$ cat src/hdl/mbpm_pkg.sv
`timescale 1ns / 1ps

package mbpm_pkg;

  // Default table and window depth.
  localparam int MAX_PATTERN_DEF = 64;

  // Fixed field widths.
  localparam int ENTRY_W = 6;
  localparam int BYTE_W  = 8;
  localparam int LEN_W   = 7;
  localparam int PADDR_W = 3;
  localparam int PDATA_W = 32;

  // Mismatch bits are reduced in groups of this size in the first reduction stage.
  localparam int GRP_W = 16;

  // Command codes.
  localparam logic CMD_LOAD = 1'b0;
  localparam logic CMD_BYTE = 1'b1;

  // Register indexes.
  localparam logic REG_PATTERN_LENGTH = 1'b0;
  localparam logic REG_IGNORE_CASE    = 1'b1;

  typedef struct packed {
    logic [LEN_W-1:0] pattern_length;
    logic             ignore_case;
  } cfg_t;

  // One classified request waiting between the front and the back.
  typedef struct packed {
    logic               is_byte;
    logic [ENTRY_W-1:0] entry;
    logic [BYTE_W-1:0]  data;
    logic               care;
    logic               last;
  } item_t;

  // Folds A-Z to a-z when case folding is enabled.
  function automatic logic [BYTE_W-1:0] fold_byte(input logic [BYTE_W-1:0] c,
                                                  input logic icase);
    if (icase && (c >= 8'h41) && (c <= 8'h5A)) begin
      return c + 8'h20;
    end
    return c;
  endfunction

endpackage

$ cat src/hdl/mbpm_ifs.sv
`timescale 1ns / 1ps

interface mbpm_in_if;
  logic                              valid;
  logic                              ready;
  logic                              command;
  logic [mbpm_pkg::ENTRY_W-1:0]      entry_index;
  logic [mbpm_pkg::BYTE_W-1:0]       data_byte;
  logic                              care;
  logic                              end_of_data;

  modport source (output valid, command, entry_index, data_byte, care, end_of_data,
                  input ready);
  modport sink (input valid, command, entry_index, data_byte, care, end_of_data,
                output ready);
endinterface

interface mbpm_out_if;
  logic valid;
  logic ready;
  logic found;

  modport source (output valid, found, input ready);
  modport sink (input valid, found, output ready);
endinterface

$ cat src/hdl/mbpm_cfg.sv
`timescale 1ns / 1ps

module mbpm_cfg (
  input  logic                           clk,
  input  logic                           rst_n,
  input  logic                           psel,
  input  logic                           penable,
  input  logic                           pwrite,
  input  logic [mbpm_pkg::PADDR_W-1:0]   paddr,
  input  logic [mbpm_pkg::PDATA_W-1:0]   pwdata,
  output logic [mbpm_pkg::PDATA_W-1:0]   prdata,
  output logic                           pready,
  output mbpm_pkg::cfg_t                 cfg
);

  mbpm_pkg::cfg_t cfg_r;
  logic           wr_en;
  logic           reg_sel;

  assign pready  = 1'b1;
  assign reg_sel = paddr[2];
  assign wr_en   = psel && penable && pwrite && pready;
  assign cfg     = cfg_r;

  always_ff @(posedge clk) begin
    if (!rst_n) begin
      cfg_r <= '0;
    end else if (wr_en) begin
      unique case (reg_sel)
        mbpm_pkg::REG_PATTERN_LENGTH: cfg_r.pattern_length <= pwdata[mbpm_pkg::LEN_W-1:0];
        mbpm_pkg::REG_IGNORE_CASE:    cfg_r.ignore_case    <= pwdata[0];
        default: ;
      endcase
    end
  end

  always_comb begin
    unique case (reg_sel)
      mbpm_pkg::REG_PATTERN_LENGTH:
        prdata = {{(mbpm_pkg::PDATA_W-mbpm_pkg::LEN_W){1'b0}}, cfg_r.pattern_length};
      mbpm_pkg::REG_IGNORE_CASE:
        prdata = {{(mbpm_pkg::PDATA_W-1){1'b0}}, cfg_r.ignore_case};
      default:
        prdata = '0;
    endcase
  end

endmodule

$ cat src/hdl/mbpm_front.sv
`timescale 1ns / 1ps

module mbpm_front (
  input  logic                 clk,
  input  logic                 rst_n,
  mbpm_in_if.sink              in_ch,
  output logic                 deq_valid,
  input  logic                 deq_ready,
  output mbpm_pkg::item_t      deq_item
);

  // Two-entry queue of classified requests.
  mbpm_pkg::item_t q_r [2];
  logic [1:0]      cnt_r, cnt_nxt;
  logic            wp_r, wp_nxt;
  logic            rp_r, rp_nxt;
  logic            push, pop;
  mbpm_pkg::item_t item_in;

  assign in_ch.ready = (cnt_r != 2'd2);
  assign push        = in_ch.valid && in_ch.ready;
  assign deq_valid   = (cnt_r != 2'd0);
  assign pop         = deq_valid && deq_ready;
  assign deq_item    = q_r[rp_r];

  // The end mark only means something on a haystack byte.
  always_comb begin
    item_in.is_byte = (in_ch.command == mbpm_pkg::CMD_BYTE);
    item_in.entry   = in_ch.entry_index;
    item_in.data    = in_ch.data_byte;
    item_in.care    = in_ch.care;
    item_in.last    = (in_ch.command == mbpm_pkg::CMD_BYTE) && in_ch.end_of_data;
  end

  always_comb begin
    wp_nxt  = push ? ~wp_r : wp_r;
    rp_nxt  = pop ? ~rp_r : rp_r;
    cnt_nxt = cnt_r + {1'b0, push} - {1'b0, pop};
  end

  always_ff @(posedge clk) begin
    if (!rst_n) begin
      cnt_r <= 2'd0;
      wp_r  <= 1'b0;
      rp_r  <= 1'b0;
    end else begin
      cnt_r <= cnt_nxt;
      wp_r  <= wp_nxt;
      rp_r  <= rp_nxt;
    end
  end

  always_ff @(posedge clk) begin
    if (push) begin
      q_r[wp_r] <= item_in;
    end
  end

endmodule

$ cat src/hdl/mbpm_back.sv
`timescale 1ns / 1ps

module mbpm_back #(
  parameter int MAX_PATTERN = mbpm_pkg::MAX_PATTERN_DEF
) (
  input  logic             clk,
  input  logic             rst_n,
  input  mbpm_pkg::cfg_t   cfg,
  input  logic             deq_valid,
  output logic             deq_ready,
  input  mbpm_pkg::item_t  deq_item,
  output logic             out_valid,
  input  logic             out_ready,
  output logic             out_found
);

  localparam int LW   = $clog2(MAX_PATTERN + 1);
  localparam int NGRP = (MAX_PATTERN + mbpm_pkg::GRP_W - 1) / mbpm_pkg::GRP_W;
  localparam int MMW  = NGRP * mbpm_pkg::GRP_W;

  logic [mbpm_pkg::BYTE_W-1:0] pat_r   [MAX_PATTERN];
  logic [MAX_PATTERN-1:0]      care_r;
  logic [mbpm_pkg::BYTE_W-1:0] win_r   [MAX_PATTERN];
  logic [mbpm_pkg::BYTE_W-1:0] win_nxt [MAX_PATTERN];

  logic [LW-1:0]   len;
  logic [LW-1:0]   bs_r, bs_inc;
  logic            check;
  logic [MMW-1:0]  mm;
  logic            advance, pop, load_wr, byte_go;

  logic            s1_valid_r, s1_check_r, s1_last_r;
  logic [MMW-1:0]  s1_mm_r;
  logic            s2_valid_r, s2_check_r, s2_last_r;
  logic [NGRP-1:0] s2_grp_r, grp;
  logic            hit;
  logic            found_acc_r;
  logic            out_valid_r, out_found_r;

  // The whole back end moves when the result register is free or being drained.
  assign advance   = !out_valid_r || out_ready;
  assign deq_ready = advance;
  assign pop       = deq_valid && advance;
  assign load_wr   = pop && !deq_item.is_byte;
  assign byte_go   = pop && deq_item.is_byte;

  assign len = (32'(cfg.pattern_length) > MAX_PATTERN) ? LW'(MAX_PATTERN)
                                                       : LW'(cfg.pattern_length);

  assign bs_inc = (32'(bs_r) < MAX_PATTERN) ? bs_r + LW'(1) : bs_r;
  assign check  = (len != '0) && (bs_inc >= len);

  // Window slot j always holds the byte that lines up with pattern byte j:
  // new bytes enter at slot len-1 and walk toward slot 0.
  for (genvar j = 0; j < MAX_PATTERN; j++) begin : g_pos
    if (j == MAX_PATTERN - 1) begin : g_top
      assign win_nxt[j] = deq_item.data;
    end else begin : g_mid
      assign win_nxt[j] = (32'(len) == j + 1) ? deq_item.data : win_r[j+1];
    end

    assign mm[j] = (32'(len) > j) && care_r[j] &&
                   (mbpm_pkg::fold_byte(win_nxt[j], cfg.ignore_case) !=
                    mbpm_pkg::fold_byte(pat_r[j], cfg.ignore_case));

    always_ff @(posedge clk) begin
      if (load_wr && (32'(deq_item.entry) == j)) begin
        pat_r[j]  <= deq_item.data;
        care_r[j] <= deq_item.care;
      end
    end

    always_ff @(posedge clk) begin
      if (byte_go) begin
        win_r[j] <= win_nxt[j];
      end
    end
  end

  for (genvar k = MAX_PATTERN; k < MMW; k++) begin : g_pad
    assign mm[k] = 1'b0;
  end

  always_comb begin
    for (int g = 0; g < NGRP; g++) begin
      grp[g] = |s1_mm_r[g*mbpm_pkg::GRP_W +: mbpm_pkg::GRP_W];
    end
  end

  assign hit = s2_check_r && !(|s2_grp_r);

  always_ff @(posedge clk) begin
    if (!rst_n) begin
      bs_r        <= '0;
      s1_valid_r  <= 1'b0;
      s2_valid_r  <= 1'b0;
      found_acc_r <= 1'b0;
      out_valid_r <= 1'b0;
    end else begin
      if (byte_go) begin
        bs_r <= deq_item.last ? '0 : bs_inc;
      end
      if (advance) begin
        s1_valid_r  <= byte_go;
        s2_valid_r  <= s1_valid_r;
        out_valid_r <= s2_valid_r && s2_last_r;
        if (s2_valid_r) begin
          found_acc_r <= s2_last_r ? 1'b0 : (found_acc_r || hit);
        end
      end
    end
  end

  always_ff @(posedge clk) begin
    if (advance) begin
      if (byte_go) begin
        s1_mm_r    <= mm;
        s1_check_r <= check;
        s1_last_r  <= deq_item.last;
      end
      s2_grp_r   <= grp;
      s2_check_r <= s1_check_r;
      s2_last_r  <= s1_last_r;
      if (s2_valid_r && s2_last_r) begin
        out_found_r <= (cfg.pattern_length == '0) || found_acc_r || hit;
      end
    end
  end

  assign out_valid = out_valid_r;
  assign out_found = out_found_r;

endmodule

$ cat src/hdl/masked_byte_pattern_matcher_top.sv
`timescale 1ns / 1ps

// A result appears on out_ch after the final haystack byte passes the s1, s2 and result registers.
// Throughput: one request per cycle, load or haystack byte, while results are taken.
// The rate is set by the window shift and parallel byte compare done as each byte is accepted.
// Reset (rst_n, synchronous, active low) clears both registers, the queue, the
// haystack byte count and the match flag; the pattern table is undefined until loaded.
module masked_byte_pattern_matcher_top #(
  parameter int MAX_PATTERN = mbpm_pkg::MAX_PATTERN_DEF
) (
  input  logic                          clk,
  input  logic                          rst_n,
  mbpm_in_if.sink                       in_ch,
  mbpm_out_if.source                    out_ch,
  input  logic                          psel,
  input  logic                          penable,
  input  logic                          pwrite,
  input  logic [mbpm_pkg::PADDR_W-1:0]  paddr,
  input  logic [mbpm_pkg::PDATA_W-1:0]  pwdata,
  output logic [mbpm_pkg::PDATA_W-1:0]  prdata,
  output logic                          pready
);

  // The configuration registers hold the pattern length and the case folding
  // switch. They are to be written only while the block is idle; the block does not enforce this.
  mbpm_pkg::cfg_t  cfg;

  // The front accepts each request, classifies it as a table load or a
  // haystack byte, and parks it in a two-entry queue. This keeps in_ch.ready
  // independent of the result side during a stall until both queue entries are full.
  logic            deq_valid;
  logic            deq_ready;
  mbpm_pkg::item_t deq_item;

  mbpm_cfg u_cfg (
    .clk     (clk),
    .rst_n   (rst_n),
    .psel    (psel),
    .penable (penable),
    .pwrite  (pwrite),
    .paddr   (paddr),
    .pwdata  (pwdata),
    .prdata  (prdata),
    .pready  (pready),
    .cfg     (cfg)
  );

  mbpm_front u_front (
    .clk       (clk),
    .rst_n     (rst_n),
    .in_ch     (in_ch),
    .deq_valid (deq_valid),
    .deq_ready (deq_ready),
    .deq_item  (deq_item)
  );

  // The back applies loads in order with haystack bytes, so each byte is
  // compared against the table as it stands at that point in the stream.
  // A byte shifts into the window and every pattern position is compared in
  // the same cycle; the mismatch bits are then reduced over two registered
  // stages and folded into the per-haystack match flag. The final byte of a
  // haystack loads the result register and clears the haystack state.
  mbpm_back #(
    .MAX_PATTERN (MAX_PATTERN)
  ) u_back (
    .clk       (clk),
    .rst_n     (rst_n),
    .cfg       (cfg),
    .deq_valid (deq_valid),
    .deq_ready (deq_ready),
    .deq_item  (deq_item),
    .out_valid (out_ch.valid),
    .out_ready (out_ch.ready),
    .out_found (out_ch.found)
  );

endmodule
$ cat src/flat_wrapper.sv
// flat-port wrapper written by rule: the top's interface ports become plain ports
module masked_byte_pattern_matcher_top_flat 
#(
  parameter int MAX_PATTERN = mbpm_pkg::MAX_PATTERN_DEF
)
  (clk, rst_n, psel, penable, pwrite, paddr, pwdata, prdata, pready, in_ch_valid, in_ch_command, in_ch_entry_index, in_ch_data_byte, in_ch_care, in_ch_end_of_data, in_ch_ready, out_ch_valid, out_ch_found, out_ch_ready);
  mbpm_in_if in_ch_i ();
  mbpm_out_if out_ch_i ();
  input  logic clk;
  input  logic rst_n;
  input  logic psel;
  input  logic penable;
  input  logic pwrite;
  input  logic [mbpm_pkg::PADDR_W-1:0] paddr;
  input  logic [mbpm_pkg::PDATA_W-1:0] pwdata;
  output logic [mbpm_pkg::PDATA_W-1:0] prdata;
  output logic pready;
  input wire logic [$bits(in_ch_i.valid)-1:0] in_ch_valid;
  input wire logic [$bits(in_ch_i.command)-1:0] in_ch_command;
  input wire logic [$bits(in_ch_i.entry_index)-1:0] in_ch_entry_index;
  input wire logic [$bits(in_ch_i.data_byte)-1:0] in_ch_data_byte;
  input wire logic [$bits(in_ch_i.care)-1:0] in_ch_care;
  input wire logic [$bits(in_ch_i.end_of_data)-1:0] in_ch_end_of_data;
  output wire logic [$bits(in_ch_i.ready)-1:0] in_ch_ready;
  output wire logic [$bits(out_ch_i.valid)-1:0] out_ch_valid;
  output wire logic [$bits(out_ch_i.found)-1:0] out_ch_found;
  input wire logic [$bits(out_ch_i.ready)-1:0] out_ch_ready;
  assign in_ch_i.valid = in_ch_valid;
  assign in_ch_i.command = in_ch_command;
  assign in_ch_i.entry_index = in_ch_entry_index;
  assign in_ch_i.data_byte = in_ch_data_byte;
  assign in_ch_i.care = in_ch_care;
  assign in_ch_i.end_of_data = in_ch_end_of_data;
  assign in_ch_ready = in_ch_i.ready;
  assign out_ch_valid = out_ch_i.valid;
  assign out_ch_found = out_ch_i.found;
  assign out_ch_i.ready = out_ch_ready;
  masked_byte_pattern_matcher_top #(.MAX_PATTERN(MAX_PATTERN)) u_core (.clk(clk), .rst_n(rst_n), .in_ch(in_ch_i), .out_ch(out_ch_i), .psel(psel), .penable(penable), .pwrite(pwrite), .paddr(paddr), .pwdata(pwdata), .prdata(prdata), .pready(pready));
endmodule
$ cat config.mk
export PLATFORM = sky130hd
export DESIGN_NAME = masked_byte_pattern_matcher_top_flat
export DESIGN_NICKNAME = d
export VERILOG_FILES = /design/src/hdl/mbpm_pkg.sv /design/src/hdl/mbpm_ifs.sv /design/src/hdl/mbpm_cfg.sv /design/src/hdl/mbpm_front.sv /design/src/hdl/mbpm_back.sv /design/src/hdl/masked_byte_pattern_matcher_top.sv /design/src/flat_wrapper.sv
export SDC_FILE = /design/constraint.sdc
export NUM_CORES = 2
export LEC_CHECK = 0
export BUFFER_PORTS_ARGS = -buffer_cell sky130_fd_sc_hd__buf_2
export CAP_MARGIN = 0
export CORE_MARGIN = 1.5
export CORE_UTILIZATION = 45
export CTS_CLUSTER_DIAMETER = 100
export DETAILED_ROUTE_END_ITERATION = 10
export PLACE_DENSITY_LB_ADDON = 0.25
export SYNTH_ARGS = -nofsm -noshare
export SYNTH_HDL_FRONTEND = slang
export SYNTH_HIERARCHICAL = 1
export SYNTH_SLANG_ARGS = --single-unit
export TNS_END_PERCENT = 1
$ cat constraint.sdc
create_clock -name clk -period 20.6 [get_ports clk]
set_input_delay 4.12 -clock clk [delete_from_list [all_inputs] [get_ports clk]]
set_output_delay 4.12 -clock clk [all_outputs]
set_load 0.05 [all_outputs]
### After elaboration in Yosys (flattened, before gate mapping)

Memory sizes are Yosys's and may differ from the RTL's. A register that Yosys moved wholly into a read port is not among the register bits.
Cells that the tools add are included.

| storage, ports and cells | value |
|---|---|
| register bits | 160 |
| memory bits (writable) | 1058 |
| input bits | 59 |
| output and inout bits | 36 |
| logic and storage cells | 2049 |
| memories | 3 |

| cells by class | value |
|---|---|
| add/subtract/negate cells | 131 |
| magnitude comparators | 323 |
| eq/ne operators | 191 |
| mux-type cells | 775 |
| bitwise gates (word level) | 3 |
| reduce and logical (&&, ||, !) cells | 542 |

Memory list:

| memory | words | bits a word | read ports | clocked after memory_dff | wr ports | line | RTL |
|---|---|---|---|---|---|---|---|
| u_core.u_back.pat_r | 64 | 8 | 64 | 0 | 1 | mbpm_back.sv:21 | `logic [mbpm_pkg::BYTE_W-1:0] pat_r [MAX_PATTERN];` |
| u_core.u_back.win_r | 64 | 8 | 63 | 0 | 64 | mbpm_back.sv:23 | `logic [mbpm_pkg::BYTE_W-1:0] win_r [MAX_PATTERN];` |
| u_core.u_front.q_r | 2 | 17 | 1 | 1 | 1 | mbpm_front.sv:13 | `mbpm_pkg::item_t q_r [2];` |

Operators by type and width:

| operator | count |
|---|---|
| 8-bit two-way mux | 382 |
| 8-bit by 6-bit adder with 8-bit output (second input constant) | 128 |
| 8-bit by 7-bit greater-or-equal comparator with 1-bit output (second input constant) | 128 |
| 8-bit by 7-bit <= comparator with 1-bit output (second input constant) | 128 |
| 8-bit != test | 64 |
| 8-bit OR reduction | 63 |
| 1-bit logical AND | 458 |
| 6-bit two-way mux | 63 |
| 1-bit two-way mux | 326 |
| 7-bit by 6-bit == test with 1-bit output (second input constant) | 32 |
| 7-bit by 6-bit greater-than comparator with 1-bit output (second input constant) | 32 |
| 6-bit == test (second input constant) | 32 |
| 7-bit by 5-bit == test with 1-bit output (second input constant) | 16 |
| 7-bit by 5-bit greater-than comparator with 1-bit output (second input constant) | 16 |
| 6-bit by 5-bit == test with 1-bit output (second input constant) | 16 |
| 32-bit case mux with 2 select lines | 1 |
| 16-bit OR reduction | 4 |
| 7-bit by 4-bit == test with 1-bit output (second input constant) | 8 |
| 7-bit by 4-bit greater-than comparator with 1-bit output (second input constant) | 8 |
| 6-bit by 4-bit == test with 1-bit output (second input constant) | 8 |
| 7-bit by 3-bit == test with 1-bit output (second input constant) | 4 |
| 7-bit by 3-bit greater-than comparator with 1-bit output (second input constant) | 4 |
| 6-bit by 3-bit == test with 1-bit output (second input constant) | 4 |
| 7-bit two-way mux | 3 |
| other kinds (22) | 37 |

### Longest topological paths before layout

| depth | value |
|---|---|
| word-level depth | 71 |
| depth in mapped cells | 15 |
| depth with buffers taken out | 11 |

### Cells and area by module

Netlist, hierarchy kept.

Modules (own cells, without submodules):

| module | times used | cells each | area each (µm²) | seq. area each (µm²) |
|---|---|---|---|---|
| mbpm_back | 1 | 5082 | 60940.9 | 34843.4 |
| mbpm_front | 1 | 78 | 1522.7 | 1121.1 |
| mbpm_cfg | 1 | 70 | 594.3 | 160.2 |

### Least setup slack after synthesis

No wires, ideal clock.

| timing path | value |
|---|---|
| path type | input to register |
| from | input port out_ch_ready |
| to | register u_core.u_back.bs_r[3] |
| arrival time | 15845 ps |
| required time | 20474 ps |
| setup slack | 4629 ps |
| stages on the path | 7 |
| path buffers | 1 |
| path through | nand2b_1 > clkbuf_1 > nand3_1 > inv_1 > o21ai_0 > a21oi_1 > nor2b_1 |

| on the way | value |
|---|---|
| word-level cells in the longest chain between the ends | 3 |

RTL lines:

| element | line | RTL |
|---|---|---|
| from (decl) | flat_wrapper.sv:27 | `input wire logic [$bits(out_ch_i.ready)-1:0] out_ch_ready;` |
| 1-bit logical OR | mbpm_back.sv:41 | `assign advance = !out_valid_r \|\| out_ready;` |
| via u_core.deq_ready | masked_byte_pattern_matcher_top.sv:32 | `logic deq_ready;` |
| 1-bit logical AND | mbpm_back.sv:43 | `assign pop = deq_valid && advance;` |
| 1-bit logical AND | mbpm_back.sv:45 | `assign byte_go = pop && deq_item.is_byte;` |
| via u_core.u_back.byte_go | mbpm_back.sv:30 | `logic advance, pop, load_wr, byte_go;` |
| to (signal assigned) | mbpm_back.sv:101 | `bs_r <= deq_item.last ? '0 : bs_inc;` |
| to (decl) | mbpm_back.sv:27 | `logic [LW-1:0] bs_r, bs_inc;` |

The timed path passes the listed nets, and every way through them passes these cells.
A chain may end at the register's enable or synchronous reset.

### Worst setup path after layout

| timing path | value |
|---|---|
| from | input port paddr[2] (netlist bit) |
| to | output port prdata[0] (netlist bit) |

| on the way | value |
|---|---|
| word-level cells in the longest chain between the ends | 2 |

RTL lines:

| element | line | RTL |
|---|---|---|
| from (decl) | flat_wrapper.sv:14 | `input logic [mbpm_pkg::PADDR_W-1:0] paddr;` |
| 1-bit NOT | n/a |  |
| 32-bit case mux with 2 select lines (*) | mbpm_cfg.sv:38 | `unique case (reg_sel)` |
| to (decl) | flat_wrapper.sv:16 | `output logic [mbpm_pkg::PDATA_W-1:0] prdata;` |

Mark *: on every way between the ends. The rest lies on a longest branch, timed or not. The select of a mux whose other input is x is not followed.

==> results.ini <==
[status]
outcome = finished clean

[sta]
hold_violations = 0
fin_crit_sh = 0.4344
slew_viol_final = 0
worst-slew-pin-transition_ps = 1405
rsz0062_at_grt = false
whs_ps = 433.4
tns_ps = 0
period_needed_ps = 8949
maxSlewHeadroom = 0.05941
fmax_mhz = 111.7
setup_viol = 0
finClkSkew_ps = 23.35

[clock_network]
hold_buffers = 0
tritoncts = built
cts_inserted_buffers = 134
cts_resized = 0
clock-root-buffer = clkbuf_16
htree_levels = 4
clk_pin_slew_worst_paths_ps = 60
clock_sinks = 1211
post_cts_buffers = 0
clock_latency_ps = 770
cts_buffer_depth = 3

[placement]
place_inst = 7019
dp_hpwl_mm = 125.8
gp_congestion = 0.9185
placed_cell_area_um2 = 65430
port_buffers = 41

[die]
design.die.area_um2 = 142400
die_width_um = 377.3
boundaryPins = 95
core_area_um2 = 139400
die_h_um = 377.3
initial_utilization = 0.4525
rows = 137

[layout]
drive_gt1_frac = 0.1317
final_cell_mix = edfxtp_1 (1187), nand2_1 (417), o21ai_0 (301)
fin_util = 0.4997
fin_nets = 5461
instances_no_fill = 7262
final_common_cell = edfxtp_1
fin_area_um2 = 69640
area_delta_synth_final_pct = 10.44

[grt]
grt.total_usage = 0.2663
grt_pass1_vias = 42623
grt_max_degree = 169
grt-ovfl-total = 0
grt_antenna_before_repair = 16
grt_pass1_wl_mm = 278.3

[power_and_ir_drop]
cellPowerDensity_nw_per_um2 = 112.2
p_leak_nw = 23.67
peakVddDrop_mv = 0.09387

[route]
postRouteAntennaNets = 0
wl_per_cell_um = 26.49
drc = 0
drt-vias-per-instance = 6.168
totalWireLength_mm = 192.4
vias = 44792
dr.first_iter.drc_count = 5202
firstDrtPassIters = 6

[critical_path]
cp_max_fo = 9
critPathSlowestCell = mux2_2
start_kind = input pin
cpPeakStageDelay_ps = 340
crit_path_frequent_cell = buf_2
cp.required_ps = 16480
path_cells = buf_2 -> mux2_2 -> buf_2
critical_path_class = input pin to output pin
arrival_ps = 4830
setup.worst_path.end_class = output pin

[yosys]
synthFlopType = edfxtp_1
synth_top_area_cell = edfxtp_1
yosys_warnings = 6
mappedNetlistArea_um2 = 63060
async_flop_share = 0
synth.distinct_cells = 106
synth-edff-count = 1187
synth_cells = 5230
synth_seq_cells = 1211
synth_area_leaders = edfxtp_1 (57%), mux2_2 (5.1%), xnor2_1 (3.5%)
synth_top_area_share = 0.5653
synth-seq-area-share = 0.5729
syn_area_per_cell_um2 = 12.06

[hold_path]
holdCritPathClass = flip-flop to flip-flop

[job]
maxCapViolCount = 0

==> per-layer routing <==
layer / track usage / vias up / part of all wire
li1: - / 19944 / -
met1: 0.3572 / 22158 / 0.41
met2: 0.4176 / 2230 / 0.45
met3: 0.05859 / 450 / 0.097
met4: 0.1110 / 10 / 0.041
met5: 0 / - / 0.00051
==> synth_stat cells (34+ instances only) <==
library cell / instances
nand2b_1: 35
edfxtp_1: 1187
xor2_1: 221
mux2_2: 283
nand3_1: 161
clkbuf_1: 152
nor2_1: 297
a21o_1: 49
nor3_1: 206
xnor2_1: 253
a31oi_1: 78
mux2i_1: 110
nor4_1: 77
nand2_1: 417
inv_1: 167
o22ai_1: 48
ha_1: 123
o31ai_1: 38
or3_1: 34
a21oi_1: 223
o21ai_0: 302
or4_1: 62
buf_2: 38
==> path summary, 6_finish.rpt <==
path	to	from	depth (start not counted)	slack, ps
worst min register to register	u_core/u_back/s2_check_r	u_core/u_back/s1_check_r	0	430
worst min-delay path	u_core/u_back/s2_check_r	u_core/u_back/s1_check_r	0	430
worst max-delay path	prdata[0]	paddr[2]	3	11650
worst max register to register	u_core/u_back/s1_mm_r[27]	u_core/u_cfg/cfg[5]	10	15510
==> cell families (layout without fill, tap and decap cells) <==
logic type,after synthesis,count (layout),synth area share
and+or+nand+nor,1539,1539,0.1268
DFF,1211,1211,0.5729
AOI/OAI and AO/OA,1059,1059,0.1071
xor gates and xnor gates,486,486,0.07012
muxes,405,405,0.07092
buffers and inverters,405,533,0.02770
adders and majority gates,123,123,0.02441
other,2,30,0.0001191
==> final cells by class <==
| class | count | area (µm²) |
|---|---|---|
| Antenna cell | 4 | 10.01 |
| Fill cell | 12055 | 69720 |
| Multi-Input combinational cell | 3638 | 25410 |
| Timing Repair Buffer | 126 | 893.4 |
| Sequential cell | 1211 | 36130 |
| Tap cell | 1876 | 2347 |
| Clock inverter | 68 | 550.5 |
| Clock buffer | 171 | 3651 |
| Inverter | 168 | 639.4 |
==> where the power goes <==
part,internal (mW),switching (mW)
Sequential,3.33,0.202
Combinational,0.549,1.40
Clock,1.36,0.968
==> per-stage QoR <==
| stage | worst slack, ps | power, mW |
|---|---|---|
| 2_1_floorplan | 4629 | 4.803 |
| 3_3_place_gp | 11660 | 5.448 |
| 3_5_place_dp | 11650 | 5.480 |
| 4_1_cts | 11640 | 7.804 |
| 5_1_grt | 11620 | 8.085 |
| 6_report | 11650 | 7.812 |
==> flip-flops by register name (all words and copies together), names as in the netlist, 4 cells and up, named ones only <==
name                    cells
u_core/u_back/win_r       504
u_core/u_back/bs_r          7
u_core/u_back/s1_mm_r      64
u_core/u_back/s2_grp_r      4
u_core/u_back/care_r       64
u_core/u_cfg/cfg            8
u_core/u_back/pat_r       512
u_core/u_front/q_r         34
==> critical path: cells and delay by family <==
| kind | cells | cell delay (ps) |
|---|---|---|
| buffers and inverters | 2 | 360 |
| multiplexers | 1 | 340 |
Note: power is estimated with default switching activity, not from simulation.
